[src/rtl/core/atsf_pkg.sv]
// ----------------------------------------------------------------------------
// atsf_pkg
// Shared types and constants of the three-point surround filter: widths,
// saturation bounds, controller states and the controller/datapath links.
// ----------------------------------------------------------------------------
`default_nettype none

package atsf_pkg;

  localparam int SAMPLE_W = 16;
  localparam int A3_W     = 18;
  localparam int D3_W     = 28;
  localparam int ACC_W    = 38;
  localparam int CFG_W    = 10;
  localparam int DIFF_W   = 18;

  localparam logic signed [ACC_W-1:0] ACC_MAX = {1'b0, {(ACC_W-1){1'b1}}};
  localparam logic signed [ACC_W-1:0] ACC_MIN = {1'b1, {(ACC_W-1){1'b0}}};

  // Register indexes on the configuration port.
  localparam logic REG_IGNORE_COUNT = 1'b0;
  localparam logic REG_SCALE_FACTOR = 1'b1;

  localparam logic [CFG_W-1:0] IGNORE_COUNT_RESET = 10'd4;
  localparam logic [CFG_W-1:0] SCALE_FACTOR_RESET = 10'd1;

  typedef enum logic [3:0] {
    ST_IDLE,
    ST_DECIDE,
    ST_SHORT,
    ST_ACC_PREV,
    ST_EMIT_PREV,
    ST_FORM_LAST,
    ST_ACC_LAST,
    ST_DIV_START,
    ST_DIVIDE,
    ST_FINISH
  } state_t;

  typedef struct packed {
    logic take_in;
    logic skip_inc;
    logic first_keep;
    logic form_prev;
    logic form_last;
    logic acc_step;
    logic kept_inc;
    logic shift;
    logic div_start;
    logic load_prev;
    logic load_last;
    logic load_short;
    logic clear;
  } cmd_t;

  typedef struct packed {
    logic skip_lt;
    logic kept_zero;
    logic in_last;
    logic out_busy;
    logic div_busy;
  } status_t;

endpackage

`default_nettype wire

[src/rtl/core/asl_three_point_surround_filter.sv]
// ----------------------------------------------------------------------------
// asl_three_point_surround_filter
// Streams voxel time series and produces the three-point surround sum and the
// sign-alternating scaled second difference, with the series mean at the end.
// ----------------------------------------------------------------------------
//
//   Channel  Direction  Handshake                  Payload
//   input    in         in_valid / in_ready        sample, last_of_series
//   output   out        out_valid / out_ready      a3_value, d3_value, avg_d3,
//                                                  is_last, short_series
//   config   in/out     psel, penable, pwrite      paddr, pwdata, prdata
//
// A kept sample after the first is accepted, decided, accumulated and
// emitted in turn, the last step once its result register is free. The
// final sample of a series then forms and accumulates the last result and
// starts the restoring divider that forms the mean one quotient bit per
// cycle over the 38-bit accumulator. A dropped sample or the first kept one
// is accepted and decided; a series that ends short also loads a short beat.
// Reset is synchronous and clears the sequencer, the series state and the
// output valid; the registers return to ignore_count 4 and scale_factor 1.
// A stalled output holds its beat; the sequencer waits for the register to
// drain before it loads the next beat and takes no new sample meanwhile.
`default_nettype none

module asl_three_point_surround_filter
  import atsf_pkg::*;
#(
  parameter int MAX_SERIES_LEN = 1024
) (
  input  wire logic                       clk,
  input  wire logic                       rst,
  // Input samples.
  input  wire logic                       in_valid,
  output logic                            in_ready,
  input  wire logic signed [SAMPLE_W-1:0] sample,
  input  wire logic                       last_of_series,
  // Filter results.
  output logic                            out_valid,
  input  wire logic                       out_ready,
  output logic signed [A3_W-1:0]          a3_value,
  output logic signed [D3_W-1:0]          d3_value,
  output logic signed [D3_W-1:0]          avg_d3,
  output logic                            is_last,
  output logic                            short_series,
  // Configuration port.
  input  wire logic                       psel,
  input  wire logic                       penable,
  input  wire logic                       pwrite,
  input  wire logic [2:0]                 paddr,
  input  wire logic [31:0]                pwdata,
  output logic [31:0]                     prdata,
  output logic                            pready
);

  logic [CFG_W-1:0] ignore_count;
  logic [CFG_W-1:0] scale_factor;
  logic             cfg_write;
  cmd_t             cmd;
  status_t          status;

  // The port never stalls. Register i sits at byte address 4*i, so bit 2 of
  // the address picks the register and the low bits are ignored.
  assign pready    = 1'b1;
  assign cfg_write = psel && penable && pwrite;

  always_ff @(posedge clk) begin
    if (rst) begin
      ignore_count <= IGNORE_COUNT_RESET;
      scale_factor <= SCALE_FACTOR_RESET;
    end else if (cfg_write) begin
      if (paddr[2] == REG_IGNORE_COUNT) begin
        ignore_count <= pwdata[CFG_W-1:0];
      end else begin
        scale_factor <= pwdata[CFG_W-1:0];
      end
    end
  end

  assign prdata = (paddr[2] == REG_SCALE_FACTOR) ? 32'(scale_factor) : 32'(ignore_count);

  // The sequencer only issues commands; all state of the series lives in the
  // datapath, including the output register that parts the two sides.
  atsf_ctrl u_ctrl (
    .clk      (clk),
    .rst      (rst),
    .in_valid (in_valid),
    .in_ready (in_ready),
    .status   (status),
    .cmd      (cmd)
  );

  atsf_datapath #(.MAX_SERIES_LEN(MAX_SERIES_LEN)) u_datapath (
    .clk            (clk),
    .rst            (rst),
    .cmd            (cmd),
    .status         (status),
    .ignore_count   (ignore_count),
    .scale_factor   (scale_factor),
    .sample         (sample),
    .last_of_series (last_of_series),
    .out_valid      (out_valid),
    .out_ready      (out_ready),
    .a3_value       (a3_value),
    .d3_value       (d3_value),
    .avg_d3         (avg_d3),
    .is_last        (is_last),
    .short_series   (short_series)
  );

endmodule

`default_nettype wire

[src/rtl/core/atsf_divider.sv]
// ----------------------------------------------------------------------------
// atsf_divider
// Restoring divider, one quotient bit per cycle: magnitude of the signed
// accumulator divided by the unsigned kept count.
// ----------------------------------------------------------------------------
`default_nettype none

module atsf_divider
  import atsf_pkg::*;
#(
  parameter int KW = 11
) (
  input  wire logic                    clk,
  input  wire logic                    rst,
  input  wire logic                    start,
  input  wire logic signed [ACC_W-1:0] dividend,
  input  wire logic [KW-1:0]           divisor,
  output logic                         busy,
  output logic                         negative,
  output logic [ACC_W-1:0]             quotient
);

  localparam int CW = $clog2(ACC_W + 1);

  logic [KW-1:0] rem;
  logic [CW-1:0] cnt;
  logic [KW:0]   shifted;
  logic [KW:0]   trial;
  logic          fits;

  assign shifted = {rem, quotient[ACC_W-1]};
  assign trial   = shifted - {1'b0, divisor};
  assign fits    = shifted >= {1'b0, divisor};

  always_ff @(posedge clk) begin
    if (rst) begin
      busy <= 1'b0;
      cnt  <= '0;
    end else if (start) begin
      busy <= 1'b1;
      cnt  <= CW'(ACC_W);
    end else if (busy) begin
      cnt <= cnt - 1'b1;
      if (cnt == CW'(1)) begin
        busy <= 1'b0;
      end
    end
  end

  always_ff @(posedge clk) begin
    if (start) begin
      rem      <= '0;
      negative <= dividend[ACC_W-1];
      quotient <= dividend[ACC_W-1] ? ACC_W'(-dividend) : ACC_W'(dividend);
    end else if (busy) begin
      rem      <= fits ? trial[KW-1:0] : shifted[KW-1:0];
      quotient <= {quotient[ACC_W-2:0], fits};
    end
  end

endmodule

`default_nettype wire

[src/rtl/core/atsf_datapath.sv]
// ----------------------------------------------------------------------------
// atsf_datapath
// Series state, the filter arithmetic, the saturating accumulator, the mean
// divider and the output register, all driven by controller commands.
// ----------------------------------------------------------------------------
`default_nettype none

module atsf_datapath
  import atsf_pkg::*;
#(
  parameter int MAX_SERIES_LEN = 1024
) (
  input  wire logic                       clk,
  input  wire logic                       rst,
  input  wire cmd_t                       cmd,
  output status_t                         status,
  input  wire logic [CFG_W-1:0]           ignore_count,
  input  wire logic [CFG_W-1:0]           scale_factor,
  input  wire logic signed [SAMPLE_W-1:0] sample,
  input  wire logic                       last_of_series,
  output logic                            out_valid,
  input  wire logic                       out_ready,
  output logic signed [A3_W-1:0]          a3_value,
  output logic signed [D3_W-1:0]          d3_value,
  output logic signed [D3_W-1:0]          avg_d3,
  output logic                            is_last,
  output logic                            short_series
);

  localparam int KW = $clog2(MAX_SERIES_LEN + 1);
  localparam logic [KW-1:0] KEPT_MAX = KW'(MAX_SERIES_LEN);

  logic signed [SAMPLE_W-1:0] older;
  logic signed [SAMPLE_W-1:0] newer;
  logic signed [SAMPLE_W-1:0] in_x;
  logic                       in_last;
  logic [CFG_W-1:0]           skip_counter;
  logic [KW-1:0]              kept_count;
  logic                       sign_negative;
  logic signed [ACC_W-1:0]    d3_accumulator;
  logic signed [A3_W-1:0]     a3_r;
  logic signed [D3_W-1:0]     prod_r;
  logic signed [D3_W-1:0]     d3_r;
  logic                       interior_r;

  logic                       two_point;
  logic signed [DIFF_W-1:0]   o18, n18, x18;
  logic signed [A3_W-1:0]     a3_calc;
  logic signed [DIFF_W-1:0]   diff_calc;
  logic signed [D3_W:0]       prod_calc;
  logic signed [D3_W-1:0]     d3_calc;
  logic signed [ACC_W:0]      acc_sum;
  logic signed [ACC_W-1:0]    acc_sat;

  logic                       div_busy;
  logic                       div_neg;
  logic [ACC_W-1:0]           div_quo;
  logic signed [D3_W-1:0]     avg_sat;

  // The last position always uses the two-point form, as does the first one.
  assign two_point = cmd.form_last || (kept_count == KW'(1));
  assign o18 = DIFF_W'(older);
  assign n18 = DIFF_W'(newer);
  assign x18 = DIFF_W'(in_x);
  assign a3_calc   = two_point ? (n18 + x18) <<< 1 : o18 + (n18 <<< 1) + x18;
  assign diff_calc = two_point ? n18 - x18 : o18 - (n18 <<< 1) + x18;
  assign prod_calc = diff_calc * $signed({1'b0, scale_factor});

  assign d3_calc = sign_negative ? -prod_r : prod_r;
  assign acc_sum = (ACC_W+1)'(d3_accumulator) + (ACC_W+1)'(d3_calc);
  always_comb begin
    if (acc_sum > (ACC_W+1)'(ACC_MAX)) begin
      acc_sat = ACC_MAX;
    end else if (acc_sum < (ACC_W+1)'(ACC_MIN)) begin
      acc_sat = ACC_MIN;
    end else begin
      acc_sat = acc_sum[ACC_W-1:0];
    end
  end

  atsf_divider #(.KW(KW)) u_divider (
    .clk      (clk),
    .rst      (rst),
    .start    (cmd.div_start),
    .dividend (d3_accumulator),
    .divisor  (kept_count),
    .busy     (div_busy),
    .negative (div_neg),
    .quotient (div_quo)
  );

  // Clamp the truncated mean to the signed result width.
  always_comb begin
    if (!div_neg && div_quo > ACC_W'({1'b0, {(D3_W-1){1'b1}}})) begin
      avg_sat = {1'b0, {(D3_W-1){1'b1}}};
    end else if (div_neg && div_quo > ACC_W'({1'b1, {(D3_W-1){1'b0}}})) begin
      avg_sat = {1'b1, {(D3_W-1){1'b0}}};
    end else if (div_neg) begin
      avg_sat = -div_quo[D3_W-1:0];
    end else begin
      avg_sat = div_quo[D3_W-1:0];
    end
  end

  always_ff @(posedge clk) begin
    if (rst || cmd.clear) begin
      older          <= '0;
      newer          <= '0;
      skip_counter   <= '0;
      kept_count     <= '0;
      sign_negative  <= 1'b0;
      d3_accumulator <= '0;
    end else begin
      if (cmd.skip_inc) begin
        skip_counter <= skip_counter + 1'b1;
      end
      if (cmd.first_keep) begin
        sign_negative <= ~ignore_count[0];
        newer         <= in_x;
        kept_count    <= KW'(1);
      end
      if (cmd.acc_step) begin
        d3_accumulator <= acc_sat;
        if (interior_r) begin
          sign_negative <= ~sign_negative;
        end
      end
      if (cmd.kept_inc && kept_count < KEPT_MAX) begin
        kept_count <= kept_count + 1'b1;
      end
      if (cmd.shift) begin
        older <= newer;
        newer <= in_x;
      end
    end
  end

  always_ff @(posedge clk) begin
    if (cmd.take_in) begin
      in_x    <= sample;
      in_last <= last_of_series;
    end
    if (cmd.form_prev || cmd.form_last) begin
      a3_r       <= a3_calc;
      prod_r     <= prod_calc[D3_W-1:0];
      interior_r <= ~two_point;
    end
    if (cmd.acc_step) begin
      d3_r <= d3_calc;
    end
  end

  always_ff @(posedge clk) begin
    if (rst) begin
      out_valid <= 1'b0;
    end else if (cmd.load_prev || cmd.load_last || cmd.load_short) begin
      out_valid <= 1'b1;
    end else if (out_ready) begin
      out_valid <= 1'b0;
    end
  end

  always_ff @(posedge clk) begin
    if (cmd.load_short) begin
      a3_value     <= '0;
      d3_value     <= '0;
      avg_d3       <= '0;
      is_last      <= 1'b1;
      short_series <= 1'b1;
    end else if (cmd.load_prev || cmd.load_last) begin
      a3_value     <= a3_r;
      d3_value     <= d3_r;
      avg_d3       <= cmd.load_last ? avg_sat : '0;
      is_last      <= cmd.load_last;
      short_series <= 1'b0;
    end
  end

  assign status.skip_lt   = skip_counter < ignore_count;
  assign status.kept_zero = kept_count == '0;
  assign status.in_last   = in_last;
  assign status.out_busy  = out_valid;
  assign status.div_busy  = div_busy;

endmodule

`default_nettype wire

[src/rtl/core/atsf_ctrl.sv]
// ----------------------------------------------------------------------------
// atsf_ctrl
// Sequencer of the surround filter: steps each accepted sample through skip,
// first keep or filtering and emission; a series ends in the mean or a short beat.
// ----------------------------------------------------------------------------
`default_nettype none

module atsf_ctrl
  import atsf_pkg::*;
(
  input  wire logic    clk,
  input  wire logic    rst,
  input  wire logic    in_valid,
  output logic         in_ready,
  input  wire status_t status,
  output cmd_t         cmd
);

  state_t state, state_next;

  always_ff @(posedge clk) begin
    if (rst) begin
      state <= ST_IDLE;
    end else begin
      state <= state_next;
    end
  end

  always_comb begin
    state_next = state;
    cmd        = '0;
    in_ready   = 1'b0;
    case (state)
      ST_IDLE: begin
        in_ready = 1'b1;
        if (in_valid) begin
          cmd.take_in = 1'b1;
          state_next  = ST_DECIDE;
        end
      end
      ST_DECIDE: begin
        if (status.skip_lt) begin
          cmd.skip_inc = 1'b1;
          state_next   = status.in_last ? ST_SHORT : ST_IDLE;
        end else if (status.kept_zero) begin
          cmd.first_keep = 1'b1;
          state_next     = status.in_last ? ST_SHORT : ST_IDLE;
        end else begin
          cmd.form_prev = 1'b1;
          state_next    = ST_ACC_PREV;
        end
      end
      ST_SHORT: begin
        if (!status.out_busy) begin
          cmd.load_short = 1'b1;
          cmd.clear      = 1'b1;
          state_next     = ST_IDLE;
        end
      end
      ST_ACC_PREV: begin
        cmd.acc_step = 1'b1;
        state_next   = ST_EMIT_PREV;
      end
      ST_EMIT_PREV: begin
        if (!status.out_busy) begin
          cmd.load_prev = 1'b1;
          cmd.kept_inc  = 1'b1;
          if (status.in_last) begin
            state_next = ST_FORM_LAST;
          end else begin
            cmd.shift  = 1'b1;
            state_next = ST_IDLE;
          end
        end
      end
      ST_FORM_LAST: begin
        cmd.form_last = 1'b1;
        state_next    = ST_ACC_LAST;
      end
      ST_ACC_LAST: begin
        cmd.acc_step = 1'b1;
        state_next   = ST_DIV_START;
      end
      ST_DIV_START: begin
        cmd.div_start = 1'b1;
        state_next    = ST_DIVIDE;
      end
      ST_DIVIDE: begin
        if (!status.div_busy) begin
          state_next = ST_FINISH;
        end
      end
      ST_FINISH: begin
        if (!status.out_busy) begin
          cmd.load_last = 1'b1;
          cmd.clear     = 1'b1;
          state_next    = ST_IDLE;
        end
      end
      default: begin
        state_next = ST_IDLE;
      end
    endcase
  end

endmodule

`default_nettype wire

[config.mk]
export PLATFORM = sky130hd
export DESIGN_NAME = asl_three_point_surround_filter
export DESIGN_NICKNAME = d
export VERILOG_FILES = /design/src/rtl/core/atsf_pkg.sv /design/src/rtl/core/asl_three_point_surround_filter.sv /design/src/rtl/core/atsf_divider.sv /design/src/rtl/core/atsf_datapath.sv /design/src/rtl/core/atsf_ctrl.sv
export SDC_FILE = /design/constraint.sdc
export NUM_CORES = 1
export LEC_CHECK = 0
export ABC_AREA = 1
export BUFFER_PORTS_ARGS = -buffer_cell sky130_fd_sc_hd__buf_4
export CORE_MARGIN = 1
export CORE_UTILIZATION = 30
export CTS_CLUSTER_SIZE = 40
export DETAILED_ROUTE_END_ITERATION = 8
export GPL_TIMING_DRIVEN = 0
export PLACE_DENSITY_LB_ADDON = 0.3
export SETUP_SLACK_MARGIN = 0.2
export SYNTH_ARGS = -nofsm -noshare
export SYNTH_HDL_FRONTEND = slang
export SYNTH_HIERARCHICAL = 1
export SYNTH_SLANG_ARGS = --single-unit
[constraint.sdc]
create_clock -name clk -period 7.4 [get_ports clk]
set_clock_uncertainty 0.2 [all_clocks]
set_input_delay 0.37 -clock clk [delete_from_list [all_inputs] [get_ports clk]]
set_output_delay 0.37 -clock clk [all_outputs]
set_load 0.02 [all_outputs]
## After elaboration in Yosys (flattened, before gate mapping)

Cells that the tools add are included.

- Bits in registers: 342
- Input port bits: 59
- Word-level logic and storage cells: 149

- Add/subtract/negate cells: 14
- Multipliers: 1
- Magnitude comparators: 7
- Equal/unequal tests: 15
- Multiplexer cells: 57
- Bitwise gates (word level): 4
- Reduce and logical (&&, ||, !) cells: 23

Operator list:

| cell | count |
|---|---|
| 38-bit two-way mux | 5 |
| 28-bit two-way mux | 5 |
| 28-bit negator | 2 |
| 38-bit by 28-bit adder with 39-bit output | 1 |
| 39-bit by 38-bit greater-than comparator with 1-bit output, second input constant | 1 |
| 39-bit by 38-bit < comparator with 1-bit output, second input constant | 1 |
| 38-bit by 27-bit greater-than comparator with 1-bit output, second input constant | 1 |
| 38-bit by 28-bit greater-than comparator with 1-bit output, second input constant | 1 |
| 38-bit negator | 1 |
| 18-bit by 16-bit adder with 18-bit output | 2 |
| 18-bit two-way mux | 2 |
| 4-bit one-hot mux with 9 select lines | 1 |
| 11-bit two-way mux | 3 |
| 16-bit two-way mux | 2 |
| 18-bit by 11-bit multiplier with 28-bit output | 1 |
| 4-bit two-way mux | 6 |
| 1-bit two-way mux | 22 |
| 16-bit by 17-bit adder with 18-bit output | 1 |
| 16-bit by 17-bit subtractor with 18-bit output | 1 |
| 16-bit by 16-bit adder with 17-bit output | 1 |
| 16-bit by 16-bit subtractor with 17-bit output | 1 |
| 4-bit by 3-bit equality test with 1-bit output, second input constant | 4 |
| 12-bit by 11-bit greater-or-equal comparator with 1-bit output | 1 |
| 6-bit two-way mux | 2 |
| 26 further kinds | 53 |

## Logic depth before layout (Yosys ltp)

- Depth in word-level cells: 7
- Mapped depth: 36
- Mapped depth without buffers: 36

## Hierarchy

Netlist, hierarchy kept.

Modules (own cells, without submodules):

| module | times used | cells an instance | area an instance (µm²) | seq. area each (µm²) |
|---|---|---|---|---|
| atsf_datapath | 1 | 3232 | 24050.6 | 6145.9 |
| atsf_divider | 1 | 595 | 4162.7 | 1531.5 |
| asl_three_point_surround_filter | 1 | 178 | 1148.6 | 400.4 |
| atsf_ctrl | 1 | 76 | 419.2 | 80.1 |

## Worst setup path after synthesis

No wires, ideal clock.

- Kind: register to register
- Start: register u_datapath.newer[1]
- End: register u_datapath.prod_r[26] (data pin)
- Library setup time: 0.258 ns
- Arrival time: 6.445 ns
- Data required time: 6.942 ns
- Path slack: 0.497 ns
- Stages on the path, launching flop included: 32
- Period minus slack after synthesis: 6.903 ns
- Cell sequence: dfxtp_1 inv_1 fa_1 ha_1 a21oi_1 nand2_1 nand2_1 nand2_1 a21oi_1 o21bai_1 o21ai_1 nand3_1 fa_1 inv_1 fa_1 fa_1 fa_1 inv_1 fa_1 inv_1 ha_1 a21oi_1 o21ai_0 inv_1 nor2_1 nor2_1 nand3_1 nand2_1 nand2_1 nand2_1 nand3_1 xor2_1

- Cells in the longest elaborated chain, start to end: 4
- Elaborated cells between the ends (all ways): 5

Ends and longest elaborated chain:

| element | RTL line | text |
|---|---|---|
| start: declaration | atsf_datapath.sv:34 | `logic signed [SAMPLE_W-1:0] newer;` |
| start signal: assignment | atsf_datapath.sv:119 | `newer <= in_x;` |
| start signal: assignment | atsf_datapath.sv:133 | `newer <= in_x;` |
| 16-bit by 17-bit subtractor with 18-bit output | atsf_datapath.sv:66 | `assign diff_calc = two_point ? n18 - x18 : o18 - (n18 <<< 1) + x18;` |
| 18-bit by 16-bit adder with 18-bit output | atsf_datapath.sv:66 |  |
| 18-bit two-way mux * | atsf_datapath.sv:66 |  |
| 18-bit by 11-bit multiplier with 28-bit output * | atsf_datapath.sv:67 | `assign prod_calc = diff_calc * $signed({1'b0, scale_factor});` |
| net u_datapath.prod_calc[26] | atsf_datapath.sv:50 | `logic signed [D3_W:0] prod_calc;` |
| end signal: assignment | atsf_datapath.sv:145 | `prod_r <= prod_calc[D3_W-1:0];` |
| end: declaration | atsf_datapath.sv:42 | `logic signed [D3_W-1:0] prod_r;` |

The timed path passes the listed nets; every way through them passes the cells marked *.
A chain may end at the register's enable or synchronous reset.

## Worst setup path after layout

- Start: register u_datapath.in_x[4]
- End: register u_datapath.prod_r[26] (data pin)

- Cells in the longest elaborated chain, start to end: 3
- Elaborated cells between the ends (all ways): 4

Ends and longest elaborated chain:

| element | RTL line | text |
|---|---|---|
| start: declaration | atsf_datapath.sv:35 | `logic signed [SAMPLE_W-1:0] in_x;` |
| start signal: assignment | atsf_datapath.sv:140 | `in_x <= sample;` |
| 18-bit by 16-bit adder with 18-bit output or 16-bit by 16-bit subtractor with 17-bit output (tied branches) | atsf_datapath.sv:66 |  |
| 18-bit two-way mux * | atsf_datapath.sv:66 |  |
| 18-bit by 11-bit multiplier with 28-bit output * | atsf_datapath.sv:67 |  |
| net u_datapath.prod_calc[26] | atsf_datapath.sv:50 |  |

Marks and branches as above.

==> results.txt <==
status - finished clean
hold violation total from the final report - 0
Worst Path Arrival - 7.34 ns
critical path's most frequent cell - fa_1
top post-synthesis cells by area - dfxtp_1 14%, edfxtp_1 13%, fa_1 13%
hold path startpoint - in_valid
worst path bufs/invs - 7
Area Overhead vs Synth - 19.8%
Final HPWL DP - 75000 um
chip width - 317 um
CP endpoint kind - flip-flop
RD Place Congestion - 0.949
flops & latches, synth - 342
length of the first detailed-routing pass in iterations - 6
layout cells sized above 1 - 13.3%
Num CTS Buffers - 44
RSZ-0062 raised after global routing - yes
Iteration-0 DRC Markers - 1745
WHS Path Cells - 3
clock sink count - 342
fillers - 10.5k
Total Nets Final - 4823
Layout Utilization - 36.3%
Slew HR - 9.08%
clock latency at the later pin of the worst-skew pair - 0.60 ns
Worst Hold End - u_datapath/in_last
diode count - 0
global-route wire length before repair - 144000 um
Synth async-reset ratio - 0%
IO Pins - 170
Post-synth top flop - dfxtp_1
period utilization - 97.3%
CP max stage delay - 0.55 ns
global route overflow - 0
PnR worst setup slack - 0.203 ns
via count - 26.9k
Clock Pin Slew Worst Setup and Hold Paths - 0.06 ns
post-synthesis sequential area ratio - 27.4%
Required @ worst endpoint - 7.55 ns
EDFF count, synth - 131
DRT antenna net count - 0
CTS tree - yes
most common cell after layout, fill and taps aside - nand2_1
minimum clock period - 7.20 ns
Final TNS setup - 0 ns
largest net degree at the start of global routing - 48
delay-heaviest family, CP - adder cells
Slew Viols, Final - 0
Yosys top cell by area - dfxtp_1
Max Cap Violations - 0
routed wire length - 92600 um
Ys Warns - 6
CTS HTree Levels - 2
Fin Hold WS - 0.0664 ns
All-Layer GR Usage - 18.2%
detailed-route wire length per cell - 16.2 um
vias per cell - 4.71
commonest non-fill, non-tap cells in the layout - 847 x nand2_1, 620 x inv_1, 489 x nor2_1, 256 x o21ai_0, 238 x a21oi_1
CTS max path bufs - 3
Root Buffer - clkbuf_16
worst slack, placed - -0.811 ns
initial antenna violation count - 2
critical path peak fanout - 5
Buffers on Ports - 122
Syn Inst Count - 4081
Setup CP Type - flip-flop to flip-flop
Worst Reg-to-Reg Cells - 33
core area - 98400 um2
r2r setup slk - 0.20 ns
f_max - 139 MHz
Die Y - 317 um
worst slew pin tran - 1.35 ns
Remaining DRCs - 0
Worst Hold Class - input pin to flip-flop
synth unique cells - 58
Cell Area, Synth - 29800 um2
Initial Util - 30.3%
reg-to-reg startpoint - u_datapath/in_x[4]
CP Launch Type - flip-flop
Finish-stage setup viols - 0
row count - 115
CP max stage cell - fa_1
die area - 101000 um2
top cell type's share of synthesized area - 14.2%
worst flop-to-flop path endpoint - u_datapath/prod_r[26]
number of global-route vias before repair - 26.1k
syn_area_per_cell - 7.30 um2
[per-layer routing]
metal	share of wire (%)	GRT usage, %	vias to the layer above
li1	-	-	13593
met1	44	23.2	12526
met2	48	32.0	609
met3	4.2	1.92	145
met4	3.1	5.80	0
met5	0	0	-
[logic make-up (layout without fill, tap and decap cells)]
family                   count (synthesis)  in the layout  share of synthesized area, %
AO/OA/AOI/OAI                          665            665                          12.2
XOR/XNOR                               143            143                          4.21
adder cells (fa/ha/maj)                387            387                          21.1
buffers and inverters                  791           1102                          10.6
flip-flops                             342            342                          27.4
multiplexers                             1              1                        0.0336
other                                    2             23                        0.0252
AND/OR/NAND/NOR                       1750           1750                          24.5
[area by class of cell]
| type | count | area (um2) | area share (%) |
|---|---|---|---|
| plain buffers | 123 | 647 | 1.81 |
| clock buffers | 57 | 1210 | 3.39 |
| clock inverters | 25 | 262 | 0.733 |
| inverters | 668 | 2520 | 7.06 |
| multi-input cells | 2969 | 19400 | 54.4 |
| flip-flops and latches | 342 | 8170 | 22.9 |
| well taps | 1287 | 1610 | 4.51 |
| repair buffers | 229 | 1860 | 5.20 |
[flip-flops by register name, indices dropped and copies added, names as in the netlist, 4 cells and up]
signal and cells:
u_datapath/d3_accumulator 38, u_datapath/u_divider/quotient 38, u_datapath/avg_d3 28, u_datapath/d3_r 28
u_datapath/d3_value 28, u_datapath/prod_r 28, u_datapath/a3_r 18, u_datapath/a3_value 18
u_datapath/in_x 16, u_datapath/newer 16, u_datapath/older 16, u_datapath/kept_count 11
u_datapath/u_divider/rem 11, ignore_count 10, scale_factor 10, u_datapath/skip_counter 10
u_datapath/u_divider/cnt 6, u_ctrl/state 4
[synth_stat cells (60+ instances only)]
master,count
fa_1,192
xor2_1,105
dfxtp_1,211
a21oi_1,259
nand2_1,875
edfxtp_1,131
nor2_1,501
o21ai_0,271
nand3_1,205
inv_1,654
clkbuf_1,60
ha_1,195
[stage by stage]
step	instances	area, um2
6_report	5700	35700
5_1_grt	5700	35700
4_1_cts	5662	34900
3_5_place_dp	5513	32400
3_3_place_gp	5511	32400
2_1_floorplan	4102	29900
[worst register-to-register path: cells and delay by family, from the launching register on]
kind / cells / cell delay (ns)
adders and majority gates: 8 / 3.62
xor gates and xnor gates: 1 / 0.14
buffers and inverters: 7 / 0.60
and+or+nand+nor: 11 / 1.03
AOI/OAI and AO/OA: 6 / 0.86
DFF: 1 / 0.50
[how the worst max path moves through the flow]
stage                              from                    end  slack [ns]  cells past startpoint
finish               u_datapath/in_x[4]  u_datapath/prod_r[26]        0.20                     33
global route         u_datapath/in_x[4]  u_datapath/prod_r[25]       -0.04                     31
CTS                  u_datapath/in_x[4]  u_datapath/prod_r[26]        0.19                     32
detailed placement  u_datapath/newer[1]  u_datapath/prod_r[26]       -0.81                     29
global placement    u_datapath/newer[1]  u_datapath/prod_r[26]       -0.78                     29
floorplan           u_datapath/newer[1]  u_datapath/prod_r[26]        0.50                     31
[timing repair]
| action | CTS | global route |
|---|---|---|
| hold buffers | 38 | 0 |
| setup endpoints to repair | 18 | 16 |
| setup buffers | 29 | 38 |
| resized for setup | 130 | 112 |
| pin swaps | 29 | 94 |
| endpoints found under the hold margin | 40 | 0 |
Power is left out: the tool's default activity adds up to more than one toggle a clock period on the data nets, which glitch-free logic cannot reach.
